[src/hdl/mjpq_pkg.sv]
package mjpq_pkg;

    localparam int QUEUE_DEPTH = 16;
    localparam int TIME_WIDTH  = 48;
    localparam int IDX_W       = $clog2(QUEUE_DEPTH);
    localparam int CNT_W       = $clog2(QUEUE_DEPTH + 1);
    localparam int MAX_RESULTS = 16;
    localparam logic [TIME_WIDTH-1:0] TIME_MAX = {TIME_WIDTH{1'b1}};

    typedef enum logic [1:0] {
        MODE_TIMED = 2'd0,
        MODE_IMMED = 2'd1,
        MODE_TICK  = 2'd2,
        MODE_RESET = 2'd3
    } mode_t;

    typedef enum logic [1:0] {
        ST_DELIVERED = 2'd0,
        ST_ACCEPTED  = 2'd1,
        ST_DROPPED   = 2'd2,
        ST_EMPTY     = 2'd3
    } status_t;

    typedef struct packed {
        logic [1:0]  mode;
        logic [47:0] sender_time;
        logic [23:0] msg_data;
        logic [1:0]  msg_len;
    } in_item_t;

    typedef struct packed {
        logic [1:0]  status;
        logic [23:0] out_data;
        logic [1:0]  out_len;
        logic        last;
    } out_item_t;

    typedef enum logic [1:0] {
        CMD_ECHO,
        CMD_ENQ,
        CMD_TICK,
        CMD_CLEAR
    } cmd_kind_t;

    typedef struct packed {
        cmd_kind_t             kind;
        logic [1:0]            status;
        logic [TIME_WIDTH-1:0] deadline;
        logic [23:0]           bytes;
        logic [1:0]            len;
    } cmd_t;

    typedef enum logic [1:0] {
        BK_IDLE,
        BK_SCAN,
        BK_EMIT
    } back_state_t;

    function automatic logic [23:0] mask_bytes(logic [23:0] d, logic [1:0] len);
        logic [23:0] r;
        begin
            case (len)
                2'd1:    r = {16'd0, d[7:0]};
                2'd2:    r = {8'd0, d[15:0]};
                2'd3:    r = d;
                default: r = '0;
            endcase
            return r;
        end
    endfunction

endpackage

[src/hdl/mjpq_front.sv]
module mjpq_front
    import mjpq_pkg::*;
(
    input  logic       clk,
    input  logic       rst_n,
    input  logic       in_valid,
    output logic       in_stall,
    input  in_item_t   in_item,
    input  logic [15:0] jitter_delay,
    input  logic [TIME_WIDTH-1:0] current_time,
    output logic       cmd_valid,
    input  logic       cmd_ready,
    output cmd_t       cmd
);

    typedef enum logic [1:0] {
        FR_IDLE,
        FR_CALC,
        FR_DLINE,
        FR_SEND
    } front_state_t;

    front_state_t          state_reg, state_next;
    in_item_t              item_reg, item_next;
    cmd_t                  cmd_reg, cmd_next;
    logic                  ready_reg, ready_next;
    logic [TIME_WIDTH-1:0] origin_reg, origin_next;
    logic [TIME_WIDTH-1:0] anchor_reg, anchor_next;
    logic [TIME_WIDTH-1:0] diff_reg, diff_next;

    logic [TIME_WIDTH:0]   anc_sum;
    logic [TIME_WIDTH-1:0] mag;
    logic [TIME_WIDTH:0]   add_sum;
    logic [TIME_WIDTH-1:0] dl;
    logic [23:0]           mbytes;

    assign in_stall  = (state_reg != FR_IDLE);
    assign cmd_valid = (state_reg == FR_SEND);
    assign cmd       = cmd_reg;
    assign anc_sum   = {1'b0, current_time} + {{(TIME_WIDTH-15){1'b0}}, jitter_delay};
    assign mag       = ~diff_reg + 1'b1;
    assign add_sum   = {1'b0, anchor_reg} + {1'b0, diff_reg};
    assign mbytes    = mask_bytes(item_reg.msg_data, item_reg.msg_len);

    always_comb
    begin
        if (diff_reg[TIME_WIDTH-1])
        begin
            dl = (mag > anchor_reg) ? current_time : anchor_reg - mag;
        end
        else
        begin
            dl = add_sum[TIME_WIDTH] ? TIME_MAX : add_sum[TIME_WIDTH-1:0];
        end
        if (dl < current_time)
        begin
            dl = current_time;
        end
    end

    always_comb
    begin
        state_next  = state_reg;
        item_next   = item_reg;
        cmd_next    = cmd_reg;
        ready_next  = ready_reg;
        origin_next = origin_reg;
        anchor_next = anchor_reg;
        diff_next   = diff_reg;
        unique case (state_reg)
            FR_IDLE:
            begin
                if (in_valid)
                begin
                    item_next = in_item;
                    state_next = FR_CALC;
                end
            end
            FR_CALC:
            begin
                cmd_next.bytes    = mbytes;
                cmd_next.len      = item_reg.msg_len;
                cmd_next.status   = ST_ACCEPTED;
                cmd_next.deadline = current_time;
                state_next        = FR_SEND;
                unique case (mode_t'(item_reg.mode))
                    MODE_TICK:  cmd_next.kind = CMD_TICK;
                    MODE_RESET:
                    begin
                        cmd_next.kind = CMD_CLEAR;
                        ready_next    = 1'b0;
                        origin_next   = '0;
                        anchor_next   = '0;
                    end
                    default:
                    begin
                        if (item_reg.msg_len == 2'd0)
                        begin
                            cmd_next.kind   = CMD_ECHO;
                            cmd_next.status = ST_EMPTY;
                        end
                        else if (item_reg.mode == MODE_IMMED)
                        begin
                            cmd_next.kind = CMD_ENQ;
                        end
                        else
                        begin
                            cmd_next.kind = CMD_ENQ;
                            state_next    = FR_DLINE;
                            if (!ready_reg)
                            begin
                                ready_next  = 1'b1;
                                origin_next = item_reg.sender_time[TIME_WIDTH-1:0];
                                anchor_next = anc_sum[TIME_WIDTH] ? TIME_MAX
                                                                  : anc_sum[TIME_WIDTH-1:0];
                                diff_next   = '0;
                            end
                            else
                            begin
                                diff_next = item_reg.sender_time[TIME_WIDTH-1:0] - origin_reg;
                            end
                        end
                    end
                endcase
            end
            FR_DLINE:
            begin
                cmd_next.deadline = dl;
                state_next        = FR_SEND;
            end
            FR_SEND:
            begin
                if (cmd_ready)
                begin
                    state_next = FR_IDLE;
                end
            end
            default: state_next = FR_IDLE;
        endcase
    end

    always_ff @(posedge clk or negedge rst_n)
    begin
        if (!rst_n)
        begin
            state_reg  <= FR_IDLE;
            ready_reg  <= 1'b0;
            origin_reg <= '0;
            anchor_reg <= '0;
        end
        else
        begin
            state_reg  <= state_next;
            ready_reg  <= ready_next;
            origin_reg <= origin_next;
            anchor_reg <= anchor_next;
        end
    end

    always_ff @(posedge clk)
    begin
        item_reg <= item_next;
        cmd_reg  <= cmd_next;
        diff_reg <= diff_next;
    end

endmodule

[src/hdl/mjpq_back.sv]
module mjpq_back
    import mjpq_pkg::*;
(
    input  logic       clk,
    input  logic       rst_n,
    input  logic       cmd_valid,
    output logic       cmd_ready,
    input  cmd_t       cmd,
    output logic [TIME_WIDTH-1:0] current_time,
    output logic       out_valid,
    input  logic       out_stall,
    output out_item_t  out_item
);

    back_state_t           state_reg, state_next;
    logic [TIME_WIDTH-1:0] time_reg, time_next;
    logic [7:0]            arr_reg, arr_next;
    logic [QUEUE_DEPTH-1:0] valid_reg, valid_next;
    logic [TIME_WIDTH-1:0] dl_reg [QUEUE_DEPTH];
    logic [23:0]           by_reg [QUEUE_DEPTH];
    logic [1:0]            ln_reg [QUEUE_DEPTH];
    logic [7:0]            ord_reg [QUEUE_DEPTH];
    logic                  wr_en;
    logic [IDX_W-1:0]      wr_idx;
    logic [IDX_W-1:0]      scan_reg, scan_next;
    logic                  found_reg, found_next;
    logic [IDX_W-1:0]      best_reg, best_next;
    logic [7:0]            bage_reg, bage_next;
    logic [CNT_W-1:0]      n_reg, n_next;
    logic                  ov_reg, ov_next;
    out_item_t             oi_reg, oi_next;
    logic                  pend_reg, pend_next;
    out_item_t             pend_item_reg, pend_item_next;
    logic                  full;
    logic [IDX_W-1:0]      free_idx;
    logic [7:0]            age;
    logic                  take;

    assign current_time = time_reg;
    assign out_valid    = ov_reg;
    assign out_item     = oi_reg;
    assign age          = arr_reg - ord_reg[scan_reg];

    always_comb
    begin
        full = 1'b1;
        free_idx = '0;
        for (int i = QUEUE_DEPTH - 1; i >= 0; i--)
        begin
            if (!valid_reg[i])
            begin
                full = 1'b0;
                free_idx = IDX_W'(i);
            end
        end
    end

    always_comb
    begin
        take = valid_reg[scan_reg] && dl_reg[scan_reg] <= time_reg;
        if (take && found_reg)
        begin
            take = dl_reg[scan_reg] < dl_reg[best_reg] ||
                   (dl_reg[scan_reg] == dl_reg[best_reg] && age > bage_reg);
        end
    end

    always_comb
    begin
        state_next     = state_reg;
        time_next      = time_reg;
        arr_next       = arr_reg;
        valid_next     = valid_reg;
        scan_next      = scan_reg;
        found_next     = found_reg;
        best_next      = best_reg;
        bage_next      = bage_reg;
        n_next         = n_reg;
        ov_next        = ov_reg;
        oi_next        = oi_reg;
        pend_next      = pend_reg;
        pend_item_next = pend_item_reg;
        cmd_ready      = 1'b0;
        wr_en          = 1'b0;
        wr_idx         = free_idx;
        if (ov_reg && !out_stall)
        begin
            ov_next = 1'b0;
        end
        unique case (state_reg)
            BK_IDLE:
            begin
                if (cmd_valid && !ov_next)
                begin
                    cmd_ready = 1'b1;
                    unique case (cmd.kind)
                        CMD_ECHO:
                        begin
                            ov_next = 1'b1;
                            oi_next = '{status: cmd.status, out_data: cmd.bytes,
                                        out_len: cmd.len, last: 1'b1};
                        end
                        CMD_ENQ:
                        begin
                            ov_next = 1'b1;
                            oi_next = '{status: full ? ST_DROPPED : ST_ACCEPTED,
                                        out_data: cmd.bytes, out_len: cmd.len, last: 1'b1};
                            if (!full)
                            begin
                                wr_en = 1'b1;
                                valid_next[free_idx] = 1'b1;
                                arr_next = arr_reg + 8'd1;
                            end
                        end
                        CMD_CLEAR: valid_next = '0;
                        CMD_TICK:
                        begin
                            if (time_reg != TIME_MAX)
                            begin
                                time_next = time_reg + 1'b1;
                            end
                            n_next     = '0;
                            pend_next  = 1'b0;
                            scan_next  = '0;
                            found_next = 1'b0;
                            state_next = BK_SCAN;
                        end
                        default: ;
                    endcase
                end
            end
            BK_SCAN:
            begin
                if (take)
                begin
                    found_next = 1'b1;
                    best_next  = scan_reg;
                    bage_next  = age;
                end
                scan_next = scan_reg + 1'b1;
                if (scan_reg == IDX_W'(QUEUE_DEPTH - 1))
                begin
                    state_next = BK_EMIT;
                end
            end
            BK_EMIT:
            begin
                if (!ov_next || !pend_reg)
                begin
                    if (pend_reg && !found_reg)
                    begin
                        ov_next = 1'b1;
                        oi_next = pend_item_reg;
                        oi_next.last = 1'b1;
                        pend_next = 1'b0;
                        state_next = BK_IDLE;
                    end
                    else if (!found_reg)
                    begin
                        state_next = BK_IDLE;
                    end
                    else
                    begin
                        if (pend_reg)
                        begin
                            ov_next = 1'b1;
                            oi_next = pend_item_reg;
                        end
                        valid_next[best_reg] = 1'b0;
                        pend_next = 1'b1;
                        pend_item_next = '{status: ST_DELIVERED, out_data: by_reg[best_reg],
                                           out_len: ln_reg[best_reg], last: 1'b0};
                        n_next = n_reg + 1'b1;
                        scan_next  = '0;
                        found_next = 1'b0;
                        state_next = (n_reg + 1'b1 == CNT_W'(MAX_RESULTS)) ? BK_EMIT : BK_SCAN;
                        if (n_reg + 1'b1 == CNT_W'(MAX_RESULTS))
                        begin
                            found_next = 1'b0;
                        end
                    end
                end
            end
            default: state_next = BK_IDLE;
        endcase
    end

    always_ff @(posedge clk or negedge rst_n)
    begin
        if (!rst_n)
        begin
            state_reg <= BK_IDLE;
            time_reg  <= '0;
            arr_reg   <= '0;
            valid_reg <= '0;
            ov_reg    <= 1'b0;
            pend_reg  <= 1'b0;
            n_reg     <= '0;
            found_reg <= 1'b0;
            scan_reg  <= '0;
        end
        else
        begin
            state_reg <= state_next;
            time_reg  <= time_next;
            arr_reg   <= arr_next;
            valid_reg <= valid_next;
            ov_reg    <= ov_next;
            pend_reg  <= pend_next;
            n_reg     <= n_next;
            found_reg <= found_next;
            scan_reg  <= scan_next;
        end
    end

    always_ff @(posedge clk)
    begin
        best_reg      <= best_next;
        bage_reg      <= bage_next;
        oi_reg        <= oi_next;
        pend_item_reg <= pend_item_next;
        if (wr_en)
        begin
            dl_reg[wr_idx]  <= cmd.deadline;
            by_reg[wr_idx]  <= cmd.bytes;
            ln_reg[wr_idx]  <= cmd.len;
            ord_reg[wr_idx] <= arr_reg;
        end
    end

endmodule

[src/hdl/midi_jitter_playout_queue_top.sv]
// MIDI playout queue: messages of up to three bytes are held until their
// deadline (session anchor plus sender offset) and released on time ticks,
// earliest deadline first. The front stage passes each accepted request
// through its calculation state (and, for a timed message, its deadline
// state) before offering it to the back stage, and stalls the input until
// the back stage has taken it. A tick scans all sixteen queue entries once
// per delivered message (at most sixteen), plus once more to find nothing
// left due unless sixteen were delivered; the back stage takes no new
// command until the tick is done, which lasts longer while the output is stalled.
module midi_jitter_playout_queue_top
    import mjpq_pkg::*;
(
    input  logic        clk,
    input  logic        rst_n,
    input  logic        in_valid,
    output logic        in_stall,
    input  in_item_t    in_item,
    output logic        out_valid,
    input  logic        out_stall,
    output out_item_t   out_item,
    input  logic        cfg_valid,
    output logic        cfg_ready,
    input  logic [15:0] cfg_data
);

    logic [15:0]           delay_reg;
    logic                  cmd_valid;
    logic                  cmd_ready;
    cmd_t                  cmd;
    logic [TIME_WIDTH-1:0] current_time;

    assign cfg_ready = 1'b1;

    always_ff @(posedge clk or negedge rst_n)
    begin
        if (!rst_n)
        begin
            delay_reg <= '0;
        end
        else if (cfg_valid)
        begin
            delay_reg <= cfg_data;
        end
    end

    mjpq_front u_front (
        .clk          (clk),
        .rst_n        (rst_n),
        .in_valid     (in_valid),
        .in_stall     (in_stall),
        .in_item      (in_item),
        .jitter_delay (delay_reg),
        .current_time (current_time),
        .cmd_valid    (cmd_valid),
        .cmd_ready    (cmd_ready),
        .cmd          (cmd)
    );

    mjpq_back u_back (
        .clk          (clk),
        .rst_n        (rst_n),
        .cmd_valid    (cmd_valid),
        .cmd_ready    (cmd_ready),
        .cmd          (cmd),
        .current_time (current_time),
        .out_valid    (out_valid),
        .out_stall    (out_stall),
        .out_item     (out_item)
    );

endmodule

[config.mk]
export PLATFORM = sky130hd
export DESIGN_NAME = midi_jitter_playout_queue_top
export DESIGN_NICKNAME = d
export VERILOG_FILES = /design/src/hdl/mjpq_pkg.sv /design/src/hdl/mjpq_front.sv /design/src/hdl/mjpq_back.sv /design/src/hdl/midi_jitter_playout_queue_top.sv
export SDC_FILE = /design/constraint.sdc
export NUM_CORES = 2
export LEC_CHECK = 0
export ABC_AREA = 1
export BUFFER_PORTS_ARGS = -buffer_cell sky130_fd_sc_hd__buf_2
export CORE_UTILIZATION = 45
export DETAILED_ROUTE_END_ITERATION = 6
export PLACE_DENSITY_LB_ADDON = 0.25
export SLEW_MARGIN = 20
export SYNTH_ARGS = -nofsm -noshare
export SYNTH_HDL_FRONTEND = slang
export SYNTH_SLANG_ARGS = --single-unit
[constraint.sdc]
create_clock -name clk -period 27.1 [get_ports clk]
set_clock_uncertainty 0.2 [all_clocks]
set_input_delay 1.355 -clock clk [delete_from_list [all_inputs] [get_ports clk]]
set_output_delay 1.355 -clock clk [all_outputs]
set_load 0.005 [all_outputs]
# Word-level counts from Yosys, hierarchy flattened
# Memories as Yosys holds them, arrays and structs flattened. A register that Yosys moved wholly into a read port is not among the register bits.
# Cells that the tools add are included.
# op_classes
addsub	10
order_cmp	10
eq_ne	35
muxes	128
bitwise	10
reduce_logical	40
# ops
cell	n
$mux 48	11
$pmux 48 s2	3
$mux 29	5
$pmux 29 s2	2
$add 48x1->48 const B	2
$lt 48x48->1	2
$sub 48x48->48	2
$mux 4	22
$mux 16	5
$pmux 24 s3	1
$pmux 16 s2	2
$add 48x16->49	1
$add 48x48->49	1
$eq 48x48->1	1
$gt 48x48->1	1
$le 48x48->1	1
$ne 48x48->1 const B	1
$not 48->48	1
$mux 1	47
$mux 2	13
$mux 5	5
$reduce_and 4->1	6
$reduce_and 6->1	4
$eq 2x2->1 const B	9
other kinds (37)	85
# word_totals
register_bits	444
mem_bits_rw	1312
inputBits	97
out_inout_bits	32
wordCells	267
memories	4
# mem_list
name	depth	word_bits	rd	rd_ports_with_merged_regs	wr	line	source
u_back.dl_reg	16	48	2	1	1	mjpq_back.sv:19	logic [TIME_WIDTH-1:0] dl_reg [QUEUE_DEPTH];
u_back.by_reg	16	24	1	1	1	mjpq_back.sv:20	logic [23:0] by_reg [QUEUE_DEPTH];
u_back.ord_reg	16	8	1	0	1	mjpq_back.sv:22	logic [7:0] ord_reg [QUEUE_DEPTH];
u_back.ln_reg	16	2	1	1	1	mjpq_back.sv:21	logic [1:0] ln_reg [QUEUE_DEPTH];

# Logic depth before layout (Yosys ltp)
# depth
depth_word	25
ltp_mapped	47
depth_no_buf	43

# Hierarchy
# From an unflattened synthesis, not the netlist that was laid out.
# unflattened
cells_unflattened	9479
area_unflattened_um2	92831.5
# modules_own_cells
module	n_inst	cells_each	area_per_inst_um2	seq_area_each_um2
mjpq_back	1	6088	67731.2	43641.9
mjpq_front	1	3321	24444.7	8513.2
midi_jitter_playout_queue_top	1	70	655.6	400.4

# Least setup slack after synthesis
# No wires, ideal clock.
# synth_path
path_kind	input-to-reg
from	input out_stall
to	memory u_back.by_reg[1][0], enable pin
setup_ns	0.724
arrival_ns	10.078
required_ns	26.176
slack_ns	16.097
stages	8
path_cell_list	nand2_1 inv_1 nor2_1 inv_1 nor2_1 nand2_1 clkbuf_1 nor4_1
# synth_via
elab_chain_len	9
# synth_lines
item	line	source
from (decl)	midi_jitter_playout_queue_top.sv:19	input logic out_stall,
$logic_not 1->1	mjpq_back.sv:86	if (ov_reg && !out_stall)
$logic_and 1x1->1	mjpq_back.sv:86	
$mux 1	mjpq_back.sv:86	
$logic_not 1->1	mjpq_back.sv:93	if (cmd_valid && !ov_next)
$logic_and 1x1->1	mjpq_back.sv:93	
$mux 1	mjpq_back.sv:93	
$mux 1	mjpq_back.sv:90	unique case (state_reg)
$mux 1	mjpq_back.sv:222	if (wr_en)
$mux 1 (implied by the code)	mjpq_back.sv:225	by_reg[wr_idx] <= cmd.bytes;
to (decl)	mjpq_back.sv:20	
# Every way passes these cells.

==> impl_results.md <==
* Root Driver: clkbuf_16
* Worst setup EP type: register
* CP startpoint kind: register
* Synthesized flop and latch total at 1785
* Synth Area in Compound Gates at 17.6%
* Half-perimeter wire length after placement at 183000 um
* Detailed Route WL at 292000 um
* Setup TNS at 0 ns
* Measured slew at the worst slew-check pin at 1.16 ns
* Hold Path Class: in -> async
* Adder-cell share of the synthesized area at 4.60%
* Syn nets at 9721
* Setup CP Type: reg -> reg
* Post-synth top cells: edfxtp_1 (1580), nand2_1 (1389), o21ai_0 (1119)
* R2R Setup Slk at 17.61 ns
* Worst skew pair latency at 0.87 ns
* Core footprint at 203000 sq um
* Via density at 5.96
* Number of max-cap violations at 0
* CTS clk-pin slew, worst paths at 0.06 ns
* Proportion of synthesized area in mux cells at 0.806%
* Longest Clk Path Bufs at 3
* Fin crit share at 35.0%
* Crit path arrival time at 9.86 ns
* Crit path max-delay family: simple AND/OR/NAND/NOR gates
* Post-synth EDFFs at 1580
* Layout cells sized above 1 at 7.39%
* Remaining DRCs at 0
* Clk sink count at 1785
* Xor/xnor share of the synthesized area at 1.71%
* Total GRT Usage at 27.9%
* Final Hold Slack at 0.291 ns
* Largest net degree at the start of global routing at 197
* Cell taking the most area after synthesis: edfxtp_1
* RR Endpoint: u_front.cmd[36]$_DFFE_PP_
* Worst Path Required at 27.48 ns
* Remaining global-route overflow at 0
* TritonCTS Buffers at 191
* Die Y at 454 um
* Final Hold Viols at 0
* Gate Count Post-Synth at 9289
* Final Wtd Congestion at 0.983
* P&R area growth vs syn at 10.4%
* Prevailing post-synth register cell: edfxtp_1
* Initial antenna violation count at 6
* Fin crit period at 9.49 ns
* H-tree depth at 4
* Max reg flops at 768
* I/O pin count at 129
* Fillers at 18100
* # setup viols final at 0
* Status: finished clean
* Pre-Repair DR Iteration Count at 6
* # rows at 165
* Register Area at 52600 sq um
* Area share of the largest cell type after synthesis at 51.6%
* Fmax at 0.105 GHz
* Critical Path Max Stage Delay at 0.67 ns
* Synth Area in Simple Gates at 12.1%
* Hold Buf Count CTS at 0
* Crit Path Max Fanout at 83
* Post-synthesis sequential area ratio at 57.2%
* Nets@finish at 9686
* DR iter-0 viols at 7983
* Routed Antenna Nets at 0
* Count of input and output buffers at 127
* CTS tree: done
* Mapped cell area at 91900 sq um
* Resize count post-CTS at 0
* Total power at 0.0112 W
* Power per Cell Area at 111 nW/um^2
* Slowest stage cell, crit path: buf_4
* Yosys warns at 0
* Initial Utilization at 45.4%
* Largest family of logic cells by synthesized area: compound AO/OA/AOI/OAI gates
* Headroom to the max-slew limit at 22.3%
* RSZ-0062 raised after global routing: false
* Final Cell Area at 102000 sq um
* Vias in the first global route at 68900
* Routed len/inst at 24.2 um
* Maximum vdd drop at 0.0898 mV
* Leakage power at 38.9 nW
* R2R Path Start: u_front.diff_reg[1]$_SDFFCE_PN0P_
* Synth top area cells: edfxtp_1 (52%), o21ai_0 (6.1%), nand2_1 (5.7%), dfrtp_1 (5.5%), a21oi_1 (4.9%)
* Cell with the most instances after synthesis: edfxtp_1
* Netlist cell types at 77
* First-pass GRT wire length at 434000 um
* Full die area at 206000 sq um
* Vias post-DR at 72000
* Syn Area/Cell at 9.90 sq um
* R2R cell count at 38
* Postcts setup bufs at 0
* Worst path bufs/invs at 7
* Synth async-reset ratio at 11.3%
* DP Area at 95300 sq um
* Die width at 454 um
* Area of the multi-input gates at 34000 sq um
* Slew Viols, Final at 0
* Most common cell on crit path: nand2_1
==> per-stage QoR <==
step / worst slack [ns] / util (%) / instances
2_1_floorplan: 16.10 / - / 9289
3_3_place_gp: 17.90 / 47.0 / 11700
3_5_place_dp: 17.58 / 47.0 / 11700
4_1_cts: 17.57 / 50.1 / 12100
5_1_grt: 16.78 / 50.1 / 12100
6_report: 17.61 / 50.1 / 12100
==> worst max-delay path by stage <==
stage                                       from                            end  slack (ns)  cells after the start
6_report       u_front.diff_reg[1]$_SDFFCE_PN0P_      u_front.cmd[36]$_DFFE_PP_       17.61                     38
5_1_grt        u_front.diff_reg[1]$_SDFFCE_PN0P_      u_front.cmd[26]$_DFFE_PP_       16.78                     38
4_1_cts        u_front.diff_reg[1]$_SDFFCE_PN0P_      u_front.cmd[27]$_DFFE_PP_       17.57                     38
3_5_place_dp   u_front.diff_reg[1]$_SDFFCE_PN0P_      u_front.cmd[70]$_DFFE_PP_       17.58                     38
3_3_place_gp   u_front.diff_reg[1]$_SDFFCE_PN0P_      u_front.cmd[72]$_DFFE_PP_       17.90                     40
2_1_floorplan                          out_stall  u_back.by_reg[1][0]$_DFFE_PP_       16.10                      8
==> worst register-to-register path, delay by kind of cell, from the launching register on <==
family,cells,cell delay [ns]
buffers and inverters,7,1.73
flip-flops,1,0.46
XOR/XNOR,1,0.19
AND/OR/NAND/NOR,24,5.21
adder cells (fa/ha/maj),3,0.92
AO/OA/AOI/OAI,3,0.53
==> power breakdown <==
part           leakage (nW)  switching, W  internal (W)
Clock                  3.06       0.00111       0.00152
Sequential             16.8      0.000437       0.00355
Combinational          19.1       0.00319       0.00141
Total                  38.9       0.00474       0.00648
==> logic make-up (layout without fill, tap and decap cells) <==
kind of cell,count (synthesis),in the layout
xor+xnor,179,179
flops,1785,1785
compound gates,2817,2817
buf+inv,1471,1592
fa+ha+maj,335,335
other cells,1,3
mux,72,72
simple gates,2629,2629
==> cell type report <==
cell class                 instances  area share [%]
timing repair buffer             248            1.57
multi-input combinational       6033            33.5
clock inverter                    98            1.07
clock buffer                     251            5.09
inverter                         995            3.69
tap                             2672            3.29
sequential                      1785            51.8
antenna                            2         0.00493
==> layout by cell type (no fill, tap or decap), types with 28 or more instances in the layout <==
cell and n:
edfxtp_1 1580, nand2_1 1388, o21ai_0 1119, inv_1 966, a21oi_1 901, nor2_1 559
nand3_1 419, ha_1 327, o211ai_1 218, a22oi_1 212, dfrtp_1 198, clkbuf_16 195
xor2_1 135, buf_2 126, buf_4 118, a31oi_1 68, nor3_1 66, o221ai_1 61
mux2i_1 56, clkbuf_1 48, nand4_1 44, xnor2_1 44, o22ai_1 43, clkinv_2 38
nor4_1 33, a21boi_0 31, clkinv_1 28
==> routing by layer <==
layer	global-route usage, %	part of all wire (%)	up-vias
li1	-	-	33000
met1	39.0	42	35100
met2	44.0	46	3276
met3	4.16	8.2	594
met4	10.2	3.6	4
met5	0	0.0075	-
Note: power is estimated with default switching activity, not from simulation.
